`config.mk`:
```
export PLATFORM = sky130hd
export DESIGN_NAME = uart_idle_gap_frame_capture_core
export DESIGN_NICKNAME = d
export VERILOG_FILES = /design/src/uigfc_pkg.sv /design/src/uigfc_ram.sv /design/src/uigfc_datapath.sv /design/src/uigfc_ctrl.sv /design/src/uart_idle_gap_frame_capture_core.sv
export SDC_FILE = /design/constraint.sdc
export NUM_CORES = 1
export LEC_CHECK = 0
export ABC_AREA = 0
export BUFFER_PORTS_ARGS = -buffer_cell sky130_fd_sc_hd__buf_2
export CORE_ASPECT_RATIO = 1.1
export CORE_UTILIZATION = 55
export CTS_CLUSTER_DIAMETER = 40
export CTS_CLUSTER_SIZE = 16
export DETAILED_ROUTE_END_ITERATION = 8
export PLACE_DENSITY_LB_ADDON = 0.05
export SLEW_MARGIN = 20
export SYNTH_ARGS = -nofsm -noshare
export SYNTH_HDL_FRONTEND = slang
export SYNTH_HIERARCHICAL = 1
export SYNTH_SLANG_ARGS = --single-unit
```
`constraint.sdc`:
```
create_clock -name clk -period 13.7 [get_ports clk]
set_input_delay 2.055 -clock clk [delete_from_list [all_inputs] [get_ports clk]]
set_output_delay 2.055 -clock clk [all_outputs]
set_load 0.01 [all_outputs]
```
`src/uigfc_pkg.sv`:
```
// Shared types and constants for the UART idle-gap frame capture block.
package uigfc_pkg;

    localparam int BYTE_W = 8;
    localparam int LEN_W  = 6;
    localparam int IDLE_W = 8;

    // input item command codes
    localparam logic CMD_BYTE = 1'b0;
    localparam logic CMD_TICK = 1'b1;

    // configuration register indexes
    localparam logic CFG_IDLE_LIMIT = 1'b0;
    localparam logic CFG_MIN_LEN    = 1'b1;

    localparam logic [IDLE_W-1:0] IDLE_LIMIT_RST = 8'd50;
    localparam logic [LEN_W-1:0]  MIN_LEN_RST    = 6'd17;

    typedef enum logic {
        ST_IDLE,
        ST_SEND
    } state_t;

    typedef struct packed {
        logic store_byte;
        logic count_tick;
        logic close_frame;
        logic rd_first;
        logic rd_step;
    } dp_cmd_t;

    typedef struct packed {
        logic close_hit;
        logic emit_ok;
        logic rd_last;
    } dp_status_t;

endpackage

```
`src/uigfc_ram.sv`:
```
// Generic single-write, single-read RAM with registered read data.
module uigfc_ram #(
    parameter int WIDTH = 8,
    parameter int DEPTH = 64
) (
    input  logic                     clk,
    input  logic                     wr_en,
    input  logic [$clog2(DEPTH)-1:0] wr_addr,
    input  logic [WIDTH-1:0]         wr_data,
    input  logic                     rd_en,
    input  logic [$clog2(DEPTH)-1:0] rd_addr,
    output logic [WIDTH-1:0]         rd_data
);

    logic [WIDTH-1:0] mem [DEPTH];
    logic [WIDTH-1:0] rd_data_reg;

    always_ff @(posedge clk)
    begin
        if (wr_en)
        begin
            mem[wr_addr] <= wr_data;
        end
        if (rd_en)
        begin
            rd_data_reg <= mem[rd_addr];
        end
    end

    assign rd_data = rd_data_reg;

endmodule

```
`src/uigfc_datapath.sv`:
```
// Datapath: frame store, write index, idle counter, config registers, readout.
module uigfc_datapath import uigfc_pkg::*; #(
    parameter int BUFFER_DEPTH = 64
) (
    input  logic              clk,
    input  logic              rst_n,
    input  dp_cmd_t           dp_cmd,
    output dp_status_t        dp_status,
    input  logic [BYTE_W-1:0] rx_byte,
    input  logic              cfg_wr,
    input  logic              cfg_index,
    input  logic [BYTE_W-1:0] cfg_data,
    output logic [BYTE_W-1:0] frame_byte,
    output logic [BYTE_W-1:0] frame_id,
    output logic [LEN_W-1:0]  frame_length,
    output logic              is_last
);

    localparam int ADDR_W = $clog2(BUFFER_DEPTH);
    localparam logic [ADDR_W-1:0] LAST_IDX = ADDR_W'(BUFFER_DEPTH - 1);
    localparam logic [ADDR_W-1:0] ID_POS   = ADDR_W'(2);

    logic [ADDR_W-1:0] wr_idx_reg, wr_idx_next;
    logic [IDLE_W-1:0] idle_reg, idle_next;
    logic              open_reg, open_next;
    logic [IDLE_W-1:0] idle_limit_reg, idle_limit_next;
    logic [LEN_W-1:0]  min_len_reg, min_len_next;
    logic [BYTE_W-1:0] id_reg, id_next;
    logic [BYTE_W-1:0] out_id_reg, out_id_next;
    logic [ADDR_W-1:0] len_reg, len_next;
    logic [ADDR_W-1:0] rd_idx_reg, rd_idx_next;

    logic [IDLE_W-1:0] idle_inc;
    logic [ADDR_W-1:0] rd_addr;
    logic              rd_en;

    assign idle_inc = idle_reg + IDLE_W'(1);

    // id is tracked apart from the RAM so closing can zero it without a RAM write
    always_comb
    begin
        wr_idx_next     = wr_idx_reg;
        idle_next       = idle_reg;
        open_next       = open_reg;
        id_next         = id_reg;
        idle_limit_next = idle_limit_reg;
        min_len_next    = min_len_reg;
        if (dp_cmd.store_byte)
        begin
            open_next   = 1'b1;
            idle_next   = '0;
            wr_idx_next = (wr_idx_reg == LAST_IDX) ? '0 : wr_idx_reg + ADDR_W'(1);
            if (wr_idx_reg == ID_POS)
            begin
                id_next = rx_byte;
            end
        end
        if (dp_cmd.count_tick && open_reg)
        begin
            idle_next = idle_inc;
        end
        if (dp_cmd.close_frame)
        begin
            wr_idx_next = '0;
            idle_next   = '0;
            open_next   = 1'b0;
            id_next     = '0;
        end
        if (cfg_wr)
        begin
            unique case (cfg_index)
                CFG_IDLE_LIMIT: idle_limit_next = cfg_data;
                CFG_MIN_LEN:    min_len_next    = cfg_data[LEN_W-1:0];
                default:        ;
            endcase
        end
    end

    always_comb
    begin
        out_id_next = out_id_reg;
        len_next    = len_reg;
        rd_idx_next = rd_idx_reg;
        if (dp_cmd.rd_first)
        begin
            out_id_next = id_reg;
            len_next    = wr_idx_reg;
            rd_idx_next = '0;
        end
        else if (dp_cmd.rd_step)
        begin
            rd_idx_next = rd_idx_reg + ADDR_W'(1);
        end
    end

    always_ff @(posedge clk or negedge rst_n)
    begin
        if (!rst_n)
        begin
            wr_idx_reg     <= '0;
            idle_reg       <= '0;
            open_reg       <= 1'b0;
            idle_limit_reg <= IDLE_LIMIT_RST;
            min_len_reg    <= MIN_LEN_RST;
            rd_idx_reg     <= '0;
            len_reg        <= '0;
        end
        else
        begin
            wr_idx_reg     <= wr_idx_next;
            idle_reg       <= idle_next;
            open_reg       <= open_next;
            idle_limit_reg <= idle_limit_next;
            min_len_reg    <= min_len_next;
            rd_idx_reg     <= rd_idx_next;
            len_reg        <= len_next;
        end
    end

    always_ff @(posedge clk)
    begin
        id_reg     <= id_next;
        out_id_reg <= out_id_next;
    end

    assign rd_en   = dp_cmd.rd_first | dp_cmd.rd_step;
    assign rd_addr = dp_cmd.rd_first ? '0 : rd_idx_reg + ADDR_W'(1);

    uigfc_ram #(
        .WIDTH (BYTE_W),
        .DEPTH (BUFFER_DEPTH)
    ) u_store (
        .clk     (clk),
        .wr_en   (dp_cmd.store_byte),
        .wr_addr (wr_idx_reg),
        .wr_data (rx_byte),
        .rd_en   (rd_en),
        .rd_addr (rd_addr),
        .rd_data (frame_byte)
    );

    assign dp_status.close_hit = open_reg && (idle_inc >= idle_limit_reg);
    assign dp_status.emit_ok   = (wr_idx_reg != '0) && (LEN_W'(wr_idx_reg) >= min_len_reg);
    assign dp_status.rd_last   = (rd_idx_reg == len_reg - ADDR_W'(1));

    assign frame_id     = out_id_reg;
    assign frame_length = LEN_W'(len_reg);
    assign is_last      = dp_status.rd_last;

endmodule

```
`src/uigfc_ctrl.sv`:
```
// Controller: input acceptance, frame close decision and readout sequencing.
module uigfc_ctrl import uigfc_pkg::*; (
    input  logic       clk,
    input  logic       rst_n,
    input  logic       in_valid,
    input  logic       cmd,
    output logic       in_stall,
    output logic       out_valid,
    input  logic       out_stall,
    input  dp_status_t dp_status,
    output dp_cmd_t    dp_cmd
);

    state_t state_reg, state_next;

    always_comb
    begin
        state_next = state_reg;
        unique case (state_reg)
            ST_IDLE:
            begin
                if (in_valid && (cmd == CMD_TICK) && dp_status.close_hit
                    && dp_status.emit_ok)
                begin
                    state_next = ST_SEND;
                end
            end
            ST_SEND:
            begin
                if (!out_stall && dp_status.rd_last)
                begin
                    state_next = ST_IDLE;
                end
            end
            default: state_next = ST_IDLE;
        endcase
    end

    always_comb
    begin
        in_stall  = 1'b1;
        out_valid = 1'b0;
        dp_cmd    = '0;
        unique case (state_reg)
            ST_IDLE:
            begin
                in_stall = 1'b0;
                if (in_valid)
                begin
                    if (cmd == CMD_BYTE)
                    begin
                        dp_cmd.store_byte = 1'b1;
                    end
                    else
                    begin
                        dp_cmd.count_tick  = 1'b1;
                        dp_cmd.close_frame = dp_status.close_hit;
                        dp_cmd.rd_first    = dp_status.close_hit && dp_status.emit_ok;
                    end
                end
            end
            ST_SEND:
            begin
                out_valid = 1'b1;
                // next read issued only on a taken item so RAM data holds while stalled
                dp_cmd.rd_step = !out_stall && !dp_status.rd_last;
            end
            default: ;
        endcase
    end

    always_ff @(posedge clk or negedge rst_n)
    begin
        if (!rst_n)
        begin
            state_reg <= ST_IDLE;
        end
        else
        begin
            state_reg <= state_next;
        end
    end

endmodule

```
`src/uart_idle_gap_frame_capture_core.sv`:
```
// A byte or a non-closing tick is taken whenever the core is idle; input never stalls then.
// A closing tick that emits a frame of N bytes: first byte valid the next cycle,
// then one byte per cycle while out_stall is low; input stalls until the last byte
// is taken.
// Throughput is set by the single read port of the frame store (one byte per cycle).
// Reset clears index, idle count and open flag; idle_limit=50, min_frame_length=17.
module uart_idle_gap_frame_capture_core import uigfc_pkg::*; #(
    parameter int BUFFER_DEPTH = 64
) (
    input  logic              clk,
    input  logic              rst_n,
    input  logic              in_valid,
    output logic              in_stall,
    input  logic              cmd,
    input  logic [BYTE_W-1:0] rx_byte,
    output logic              out_valid,
    input  logic              out_stall,
    output logic [BYTE_W-1:0] frame_byte,
    output logic [BYTE_W-1:0] frame_id,
    output logic [LEN_W-1:0]  frame_length,
    output logic              is_last,
    input  logic              cfg_valid,
    output logic              cfg_ready,
    input  logic              cfg_index,
    input  logic [BYTE_W-1:0] cfg_data
);

    dp_cmd_t    dp_cmd;
    dp_status_t dp_status;

    assign cfg_ready = 1'b1;

    uigfc_ctrl u_ctrl (
        .clk       (clk),
        .rst_n     (rst_n),
        .in_valid  (in_valid),
        .cmd       (cmd),
        .in_stall  (in_stall),
        .out_valid (out_valid),
        .out_stall (out_stall),
        .dp_status (dp_status),
        .dp_cmd    (dp_cmd)
    );

    uigfc_datapath #(
        .BUFFER_DEPTH (BUFFER_DEPTH)
    ) u_dp (
        .clk          (clk),
        .rst_n        (rst_n),
        .dp_cmd       (dp_cmd),
        .dp_status    (dp_status),
        .rx_byte      (rx_byte),
        .cfg_wr       (cfg_valid && cfg_ready),
        .cfg_index    (cfg_index),
        .cfg_data     (cfg_data),
        .frame_byte   (frame_byte),
        .frame_id     (frame_id),
        .frame_length (frame_length),
        .is_last      (is_last)
    );

    a_no_input_during_readout: assert property (@(posedge clk) disable iff (!rst_n)
        out_valid |-> in_stall)
        else $error("input taken while a frame is read out");

    a_last_ends_frame: assert property (@(posedge clk) disable iff (!rst_n)
        (out_valid && !out_stall && is_last) |=> !out_valid)
        else $error("output still valid after last byte");

    a_frame_continues: assert property (@(posedge clk) disable iff (!rst_n)
        (out_valid && !out_stall && !is_last) |=> out_valid)
        else $error("frame readout stopped before last byte");

    a_nonzero_length: assert property (@(posedge clk) disable iff (!rst_n)
        out_valid |-> (frame_length != '0))
        else $error("empty frame emitted");

endmodule

```
# Word level (Yosys, flattened, before mapping)
# Memories as Yosys holds them, arrays and structs flattened. A register that Yosys moved wholly into a read port is not among the register bits.
# Cells that the tools add are included.
totals:
  mem_count: 1
  out_inout_bits: 26
  elab_cells: 63
  mem_bits_rw: 512
  reg_bits: 58
  inputBits: 23
op_classes:
  addsub: 4
  n_eq_ne: 3
  n_bitwise: 3
  magnitude_cmp: 2
  n_reduce_logical: 18
  mux: 22
mem_list:
  columns: ["name", "depth", "width", "rd", "rd_ports_with_merged_regs", "wr", "line_no", "rtl"]
  rows:
  - ["u_dp.u_store.mem", 64, 8, 1, 1, 1, "uigfc_ram.sv:15", "logic [WIDTH-1:0] mem [DEPTH];"]
ops:
  columns: ["operator", "n"]
  rows:
  - ["$mux W6", 6]
  - ["$mux W8", 3]
  - ["$add A6 B1 Y6 const B", 2]
  - ["$logic_and A1 B1 Y1", 9]
  - ["$mux W1", 9]
  - ["$add A8 B1 Y8 const B", 1]
  - ["$ge A8 B8 Y1", 1]
  - ["$mux W4", 2]
  - ["$eq A6 B2 Y1 const B", 1]
  - ["$eq A6 B6 Y1", 1]
  - ["$eq A6 B6 Y1 const B", 1]
  - ["$ge A6 B6 Y1", 1]
  - ["$reduce_and A2 Y1", 3]
  - ["$reduce_bool A6 Y1", 1]
  - ["$sub A6 B1 Y6 const B", 1]
  - ["$reduce_bool A2 Y1", 2]
  - ["$mux W3", 1]
  - ["$reduce_bool A3 Y1", 1]
  - ["$logic_not A1 Y1", 2]
  - ["$not A1 Y1", 2]
  - ["$pmux W1 S2", 1]
  - ["$or A1 B1 Y1", 1]

# Longest topological paths before layout
# Gate-level depths: netlist (run 1).
depth:
  word_depth: 10
  ltp_mapped: 21
  depth_no_buf: 15

# Modules after synthesis
# The synthesis (run 1) kept the hierarchy.
by_module_without_submodules:
  columns: ["module", "n_inst", "cells_each", "seq_area_each_um2", "area_per_inst_um2"]
  rows:
  - ["uigfc_ram", 1, 940, 15615.0, 20246.9]
  - ["uigfc_datapath", 1, 290, 1432.6, 2959.1]
  - ["uigfc_ctrl", 1, 9, 25.0, 88.8]
  - ["uart_idle_gap_frame_capture_core", 1, 2, 0.0, 11.3]

# Least setup slack after synthesis (run 1)
# Ideal clock, no wire load.
synth_timing:
  path_kind: "input to register"
  startpoint: "input in_valid"
  endpoint: "register u_dp.u_store.rd_data_reg[3] (netlist: u_dp/u_store/rd_data[3]) (read register of u_dp.u_store.mem), data pin"
  setup_time_ns: 0.270
  n_path_buf: 4
  slack_ns: 8.727
  stages: 11
  arrival_time_ns: 4.704
  required_ns: 13.430
  cell_sequence: "and3b_2 -> and3_2 -> clkbuf_1 -> clkbuf_1 -> nor2_1 -> buf_6 -> buf_4 -> mux4_2 -> mux4_2 -> o21ai_1 -> o41ai_1"
synth_rtl:
  columns: ["item", "line_no", "rtl"]
  rows:
  - ["start, declared", "uart_idle_gap_frame_capture_core.sv:12", "input logic in_valid,"]
  - ["end, declared", "uigfc_ram.sv:16", "logic [WIDTH-1:0] rd_data_reg;"]

==> metrics.csv, run 1 <==
metric,value,unit
"Reg clk slew, reported paths",0.07,ns
first-pass GRT wire length,77700,µm
leakage power,0.00854,µW
Die X,198,µm
run status,completed,
worst slew pin tran,1.07,ns
Pwr Total,4490,µW
Post-route DRC,0,
sequential fraction of the synthesis area,0.733,
Clk Tree Root Cell,clkbuf_16,
number of CTS-inserted buffers,59,
crit share post-route,0.427,
async set-reset flop share out of synthesis,0.0727,
nets@finish,1348,
RSZ-0062 raised after global routing,no,
Iter 0 DRT Violations,990,
count of final max-slew check failures,0,
core area,0.0415,mm²
share of cells above drive strength 1,0.254,
"commonest non-fill, non-tap cell in the layout",edfxtp_1,
"Cell Area, Synth",0.0233,mm²
pre-CTS setup slack,7.17,ns
Worst Slack Setup Final,7.84,ns
CTS max path bufs,3,
yosys warns,6,
most frequent cells in the layout,"edfxtp_1 (528), mux4_2 (126), nor2_1 (107)",
sequential cell area,0.0171,mm²
hold_buf cts,0,
startpoint class of the critical path,flop,
WL final,51700,µm
worst rel slew slack,0.282,
Clock Latency Late Sink,0.60,ns
P per Cell Area,172,mW/mm²
PostCTS Resize Cnt,0,
Sum Neg Setup Slack,0,ns
R2R Setup Slk,7.84,ns
final core occ,0.628,
post-CTS setup buffer count,0,
Layout area overhead,11.8,%
Fill cells,2926,
overall die height,218,µm
clock skew,0.0109,ns
critical path class,reg -> reg,
Yosys cell types,63,
Fmax,0.171,GHz
Hold WS,0.430,ns
max FFs per register,512,
Diodes inserted,0,
starting density of the core,0.562,
DRT Pass-1 Iters,8,
I/O pin cnt,49,
Reg2Reg Depth,16,
vias in the first global route,11700,
via count,11800,
TritonCTS clock tree,yes,
Post-synth EDFFs,528,
row cnt,78,
footprint of the multi-input gates,0.00582,mm²
Worst setup EP type,flop,
Post-Synthesis Cells,1241,
Sink Count,578,
total grt overflow,0,
Hold Path Class,reg -> reg,
wire length per cell,27.0,µm
Seq cells post-synth,578,
Final Hold Fails,0,
worst vdd ir,0.140,mV
worst-path fanout max,47,
Largest Register,u_dp/u_store/mem,
Tmin final,5.86,ns
drt via density,6.18,
GRT Util Overall,0.252,
prevailing post-synth register cell,edfxtp_1,
Post-DP HPWL,30500,µm
post-route ant nets,0,
I/O Buffers,47,
depth of the CTS H-tree,2,
die area,0.0432,mm²
antenna violations before repair,0,
WHS Path Cells,0,
pin count of the biggest net entering global routing,66,
Final setup viols,0,
Worst Path Arrival,6.20,ns
gpl congestion,0.817,
Mapped Avg Cell Area,18.8,µm²
worst endpoint required time,14.04,ns
max-cap violation count,0,
"Net Count, Synth",1284,
==> critical path: stages, from the launching register on <==
cell     delay, ns
dfrtp_1       0.44
ha_1          0.30
and3_1        0.22
xnor2_1       0.20
inv_1         0.08
ha_1          0.29
nand2_1       0.06
o21ai_0       0.07
a22o_1        0.27
and3_2        0.44
nor2_4        0.25
buf_4         0.68
buf_4         0.83
mux4_2        0.60
mux4_2        0.49
o21ai_0       0.25
nand2_1       0.07
==> Yosys cell counts, types with 3 or more instances <==
| cell | n | share of area |
|---|---|---|
| edfxtp_1 | 528 | 0.68 |
| mux4_2 | 126 | 0.12 |
| nor2_1 | 111 | 0.018 |
| nand2_1 | 46 | 0.0074 |
| dfrtp_1 | 37 | 0.040 |
| mux2i_1 | 33 | 0.014 |
| clkbuf_1 | 27 | 0.0043 |
| nand3_1 | 25 | 0.0054 |
| o21ai_0 | 24 | 0.0052 |
| mux2_2 | 23 | 0.011 |
| ha_1 | 20 | 0.011 |
| inv_1 | 19 | 0.0031 |
| buf_4 | 17 | 0.0055 |
| nor2b_1 | 16 | 0.0043 |
| nand2b_1 | 14 | 0.0038 |
| xnor2_1 | 14 | 0.0053 |
| a21oi_1 | 12 | 0.0026 |
| buf_2 | 12 | 0.0026 |
| xor2_1 | 12 | 0.0045 |
| dfxtp_1 | 8 | 0.0069 |
| o221ai_1 | 8 | 0.0030 |
| o22ai_1 | 8 | 0.0021 |
| nor3_1 | 7 | 0.0015 |
| a221oi_1 | 6 | 0.0023 |
| a211oi_1 | 5 | 0.0016 |
| and3_1 | 5 | 0.0013 |
| dfstp_2 | 5 | 0.0056 |
| nand4_1 | 5 | 0.0013 |
| buf_1 | 4 | 0.00064 |
| buf_6 | 4 | 0.0019 |
| nand3b_1 | 4 | 0.0013 |
| a22oi_1 | 3 | 0.00097 |
| a31oi_1 | 3 | 0.00081 |
| nor4_1 | 3 | 0.00081 |
| o2111ai_1 | 3 | 0.0011 |
| o21a_1 | 3 | 0.00097 |
| o2bb2ai_1 | 3 | 0.0011 |
| o31ai_1 | 3 | 0.00097 |
==> report_power, final <==
part	leakage, µW	switching [µW]	internal, µW
Sequential	0.00534	65.9	1990
Clock	0.000970	705	905
Combinational	0.00223	458	365
==> stage by stage <==
| stage | instance area (µm²) | cells |
|---|---|---|
| global placement | 24000 | 1801 |
| detailed placement | 24100 | 1804 |
| global route | 26000 | 1914 |
| finish | 26000 | 1914 |
| floorplan | 23300 | 1241 |
| CTS | 26000 | 1914 |
==> final cells by class <==
cell class / instances / area share
flip-flops and latches: 578 / 0.655
multi-input cells: 577 / 0.223
clock buffers: 65 / 0.0588
well taps: 560 / 0.0269
clock inverters: 45 / 0.0173
repair buffers: 70 / 0.0156
inverters: 19 / 0.00274
==> cell families after synthesis <==
| family | count (synthesis) | share of synthesized area |
|---|---|---|
| AOI/OAI and AO/OA | 98 | 0.0293 |
| xor gates and xnor gates | 26 | 0.00977 |
| adders and majority gates | 20 | 0.0107 |
| buffers and inverters | 86 | 0.0200 |
| DFF | 578 | 0.733 |
| muxes | 182 | 0.147 |
| other | 1 | 0.000161 |
| and+or+nand+nor | 250 | 0.0505 |
==> routing by layer <==
layer,share of wire,wire [µm],track usage
met1,0.44,22700,0.377
met2,0.47,24500,0.388
met5,0,0,0
met3,0.063,3280,0.0360
met4,0.024,1230,0.0793
==> final timing paths <==
path,start,endpoint
max in group asynchronous,rst_n,u_dp/wr_idx_reg[2]$_DFFE_PN0P_
max reg2reg,u_dp/idle_reg[0]$_DFFE_PN0P_,u_dp/u_store/rd_data[7]$_DFFE_PP_
max,u_dp/idle_reg[0]$_DFFE_PN0P_,u_dp/u_store/rd_data[7]$_DFFE_PP_
min in group asynchronous,rst_n,u_dp/idle_reg[1]$_DFFE_PN0P_
min,u_dp/id_reg[7]$_SDFFE_PP0P_,u_dp/frame_id[7]$_DFFE_PP_
min reg2reg,u_dp/id_reg[7]$_SDFFE_PP0P_,u_dp/frame_id[7]$_DFFE_PP_
(Power assumes the default switching activity.)
==> run 2: changes to the inputs <==
--- a/config.mk
+++ b/config.mk
@@ -5,7 +5,7 @@
 export SDC_FILE = /design/constraint.sdc
 export NUM_CORES = 1
 export LEC_CHECK = 0
-export ABC_AREA = 0
+export ABC_AREA = 1
 export BUFFER_PORTS_ARGS = -buffer_cell sky130_fd_sc_hd__buf_2
 export CORE_ASPECT_RATIO = 1.1
 export CORE_UTILIZATION = 55
==> constraint.sdc (replaced) <==
create_clock -name clk -period 5.8 [get_ports clk]
set_input_delay 0.87 -clock clk [delete_from_list [all_inputs] [get_ports clk]]
set_output_delay 0.87 -clock clk [all_outputs]
set_load 0.01 [all_outputs]
==> metrics.csv, run 2 <==
metric,value,unit,change
run status,completed,,
starting density of the core,0.562,,about the same
leakage power,0.0104,µW,+22%
gpl congestion,0.843,,+3.2%
via count,16400,,+39%
footprint of the multi-input gates,0.00635,mm²,+9.3%
WHS Path Cells,0,,unchanged
async set-reset flop share out of synthesis,0.0727,,unchanged
Worst setup EP type,flop,,
total grt overflow,0,,unchanged
Post-Synth Simple-Gate Area,0.230,,+0.180
I/O pin cnt,49,,unchanged
multiplexer area fraction after synthesis,0,,-0.147
Diodes inserted,0,,unchanged
TritonCTS clock tree,yes,,
GRT Util Overall,0.282,,+0.0301
Final Hold Fails,0,,unchanged
row cnt,80,,+2.6%
overall die height,224,µm,+2.7%
share of cells above drive strength 1,0.0931,,-0.161
worst slew pin tran,1.09,ns,+0.0124 ns
Layout area overhead,11.0,%,
Post-route DRC,0,,unchanged
DRT Pass-1 Iters,6,,-2
worst endpoint required time,6.25,ns,-7.79 ns
"commonest non-fill, non-tap cell in the layout",nand2_1,,
met3 usage,0.0415,,+0.00543
drt via density,5.75,,-6.9%
Clock Latency Late Sink,0.60,ns,about the same
Iter 0 DRT Violations,1536,,+55%
first-pass GRT wire length,95000,µm,+22%
met1 usage,0.394,,+0.0161
PostCTS Resize Cnt,0,,unchanged
"Cell Area, Synth",0.0246,mm²,+5.5%
Synth top cells by count,"nand2_1 (744), edfxtp_1 (528), nand3_1 (460)",,
prevailing post-synth register cell,edfxtp_1,,
worst rel slew slack,0.274,,-0.00779
post-route ant nets,0,,unchanged
startpoint class of the critical path,flop,,
worst-path cell with the longest stage delay,inv_2,,
critical path class,reg -> reg,,
Post-synth EDFFs,528,,unchanged
Largest Register,u_dp/u_store/mem,,
Worst Slack Setup Final,1.27,ns,-6.57 ns
"Net Count, Synth",2247,,+75%
Synth Area in Compound Gates,0.0152,,-0.0141
Tmin final,4.53,ns,-1.33 ns
pin count of the biggest net entering global routing,147,,+120%
family with the most delay on the worst path,buffers and inverters,,
Fmax,0.221,GHz,+29%
hold_buf cts,0,,unchanged
Buf/Inv on CP,6,,+3
worst-path fanout max,43,,-8.5%
Worst Hold Path EP,u_dp/frame_id[6]$_DFFE_PP_,,
Die X,204,µm,+2.7%
pre-CTS setup slack,1.28,ns,-5.89 ns
wire length per cell,21.9,µm,-19%
most frequent CP cell,nand2_1,,
Post-DP HPWL,35400,µm,+16%
RSZ-0062 raised after global routing,no,,
sequential fraction of the synthesis area,0.694,,-0.0383
worst vdd ir,0.399,mV,+190%
yosys warns,6,,unchanged
number of CTS-inserted buffers,67,,+14%
hold path startpoint,u_dp/id_reg[6]$_SDFFE_PP0P_,,
crit-path max cell delay,0.68,ns,-0.15 ns
Final setup viols,0,,unchanged
main combinational cell family by area after synthesis,simple AND/OR/NAND/NOR gates,,
Reg2Reg Depth,26,,+10
post-CTS setup buffer count,0,,unchanged
die area,0.0456,mm²,+5.5%
GRT met2 Usage,0.454,,+0.0663
Sink Count,578,,unchanged
count of final max-slew check failures,0,,unchanged
clock skew,0.0249,ns,+0.0140 ns
Seq cells post-synth,578,,unchanged
worst reg2reg endpoint,u_dp/u_store/rd_data[1]$_DFFE_PP_,,
Post-Synth XOR/XNOR Area,0.00178,,-0.00799
Hold Path Class,reg -> reg,,
Sum Neg Setup Slack,0,ns,unchanged
Yosys cell types,38,,-40%
leading post-synthesis cells by cell area,"edfxtp_1 (64%), nand2_1 (11%), nand3_1 (9.4%)",,
nets@finish,2272,,+69%
Fill cells,3455,,+18%
R2R Setup Slk,1.27,ns,-6.57 ns
Synth Area in Adders,0.0102,,-0.000561
"area leader, netlist",edfxtp_1,,
core area,0.0437,mm²,+5.5%
share of the synthesized area in the top cell type,0.645,,-0.0355
crit share post-route,0.781,,+0.354
max FFs per register,512,,unchanged
"count leader, synth",nand2_1,,
most frequent cells in the layout,"nand2_1 (744), edfxtp_1 (528), nand3_1 (460)",,
CTS max path bufs,3,,unchanged
Post-Synthesis Cells,2204,,+78%
I/O Buffers,47,,unchanged
Mapped Avg Cell Area,11.2,µm²,-41%
Clk Tree Root Cell,clkbuf_16,,
P per Cell Area,543,mW/mm²,+220%
depth of the CTS H-tree,3,,+1
busiest grt layer,met2,,
Worst Path Arrival,4.99,ns,-1.21 ns
max-cap violation count,0,,unchanged
WL final,62500,µm,+21%
"Reg clk slew, reported paths",0.06,ns,about the same
antenna violations before repair,0,,unchanged
origin of the critical flop-to-flop path,u_dp/idle_reg[0]$_DFFE_PN0P_,,
sequential cell area,0.0171,mm²,unchanged
vias in the first global route,15800,,+35%
run 2: changes by cell type after synthesis, sizes merged, moves of 11 or more:
cell	before	now
clkbuf	28	17
xnor2	14	2
mux2	23	0
o21ai	26	44
nor2b	16	0
mux4	126	0
inv	19	87
nand3	25	461
buf	39	104
nor2	111	87
nand2b	14	0
mux2i	33	0
nand2	46	746
run 2: final cells by class:
cell class              instances  area share
clock buffers                  77      0.0659
multi-input cells            1418       0.233
well taps                     574      0.0263
clock inverters                41      0.0182
repair buffers                 77      0.0192
flip-flops and latches        578       0.625
inverters                      87      0.0122
run 2: logic make-up (layout without fill, tap and decap cells):
kind of cell,after synthesis,after routing
and+or+nand+nor,1324,1324
AOI/OAI and AO/OA,68,68
buffers and inverters,208,282
xor gates and xnor gates,5,5
adders and majority gates,20,20
other,1,1
DFF,578,578
run 2: metrics by stage:
stage	cell area (µm²)	hold WS, ns	utilization	total power, µW	std cells
after floorplan	24600	0.408	-	8970	2204
after global placement	25000	0.414	0.572	10500	2734
after detailed placement	25000	0.419	0.572	10500	2734
after CTS	27300	0.433	0.624	14900	2852
after global routing	27300	0.447	0.624	15600	2852
final	27300	0.432	0.624	14800	2852
run 2: per-layer routing:
metal | routed length (µm) | up-vias
met3 | 4250 | 94
met5 | 0 | -
met4 | 1690 | 0
met2 | 30100 | 620
li1 | - | 7688
met1 | 26500 | 7994
run 2: report_power, final:
| group | switching [µW] | total (µW) | internal, µW |
|---|---|---|---|
| Clock | 1690 | 4350 | 2650 |
| Combinational | 4010 | 5530 | 1510 |
| Sequential | 187 | 4940 | 4760 |
run 2: worst max path at each step:
stage | start | endpoint | slack (ns) | cells after the start
2_1_floorplan | u_dp/idle_reg[0]$_DFFE_PN0P_ | u_dp/u_store/rd_data[2]$_DFFE_PP_ | 2.33 | 25
3_3_place_gp | u_dp/idle_reg[0]$_DFFE_PN0P_ | u_dp/u_store/rd_data[1]$_DFFE_PP_ | 1.27 | 26
3_5_place_dp | u_dp/idle_reg[0]$_DFFE_PN0P_ | u_dp/u_store/rd_data[1]$_DFFE_PP_ | 1.28 | 26
4_1_cts | u_dp/idle_reg[0]$_DFFE_PN0P_ | u_dp/u_store/rd_data[1]$_DFFE_PP_ | 1.27 | 26
5_1_grt | u_dp/idle_reg[0]$_DFFE_PN0P_ | u_dp/u_store/rd_data[1]$_DFFE_PP_ | 0.84 | 26
6_report | u_dp/idle_reg[0]$_DFFE_PN0P_ | u_dp/u_store/rd_data[1]$_DFFE_PP_ | 1.27 | 26
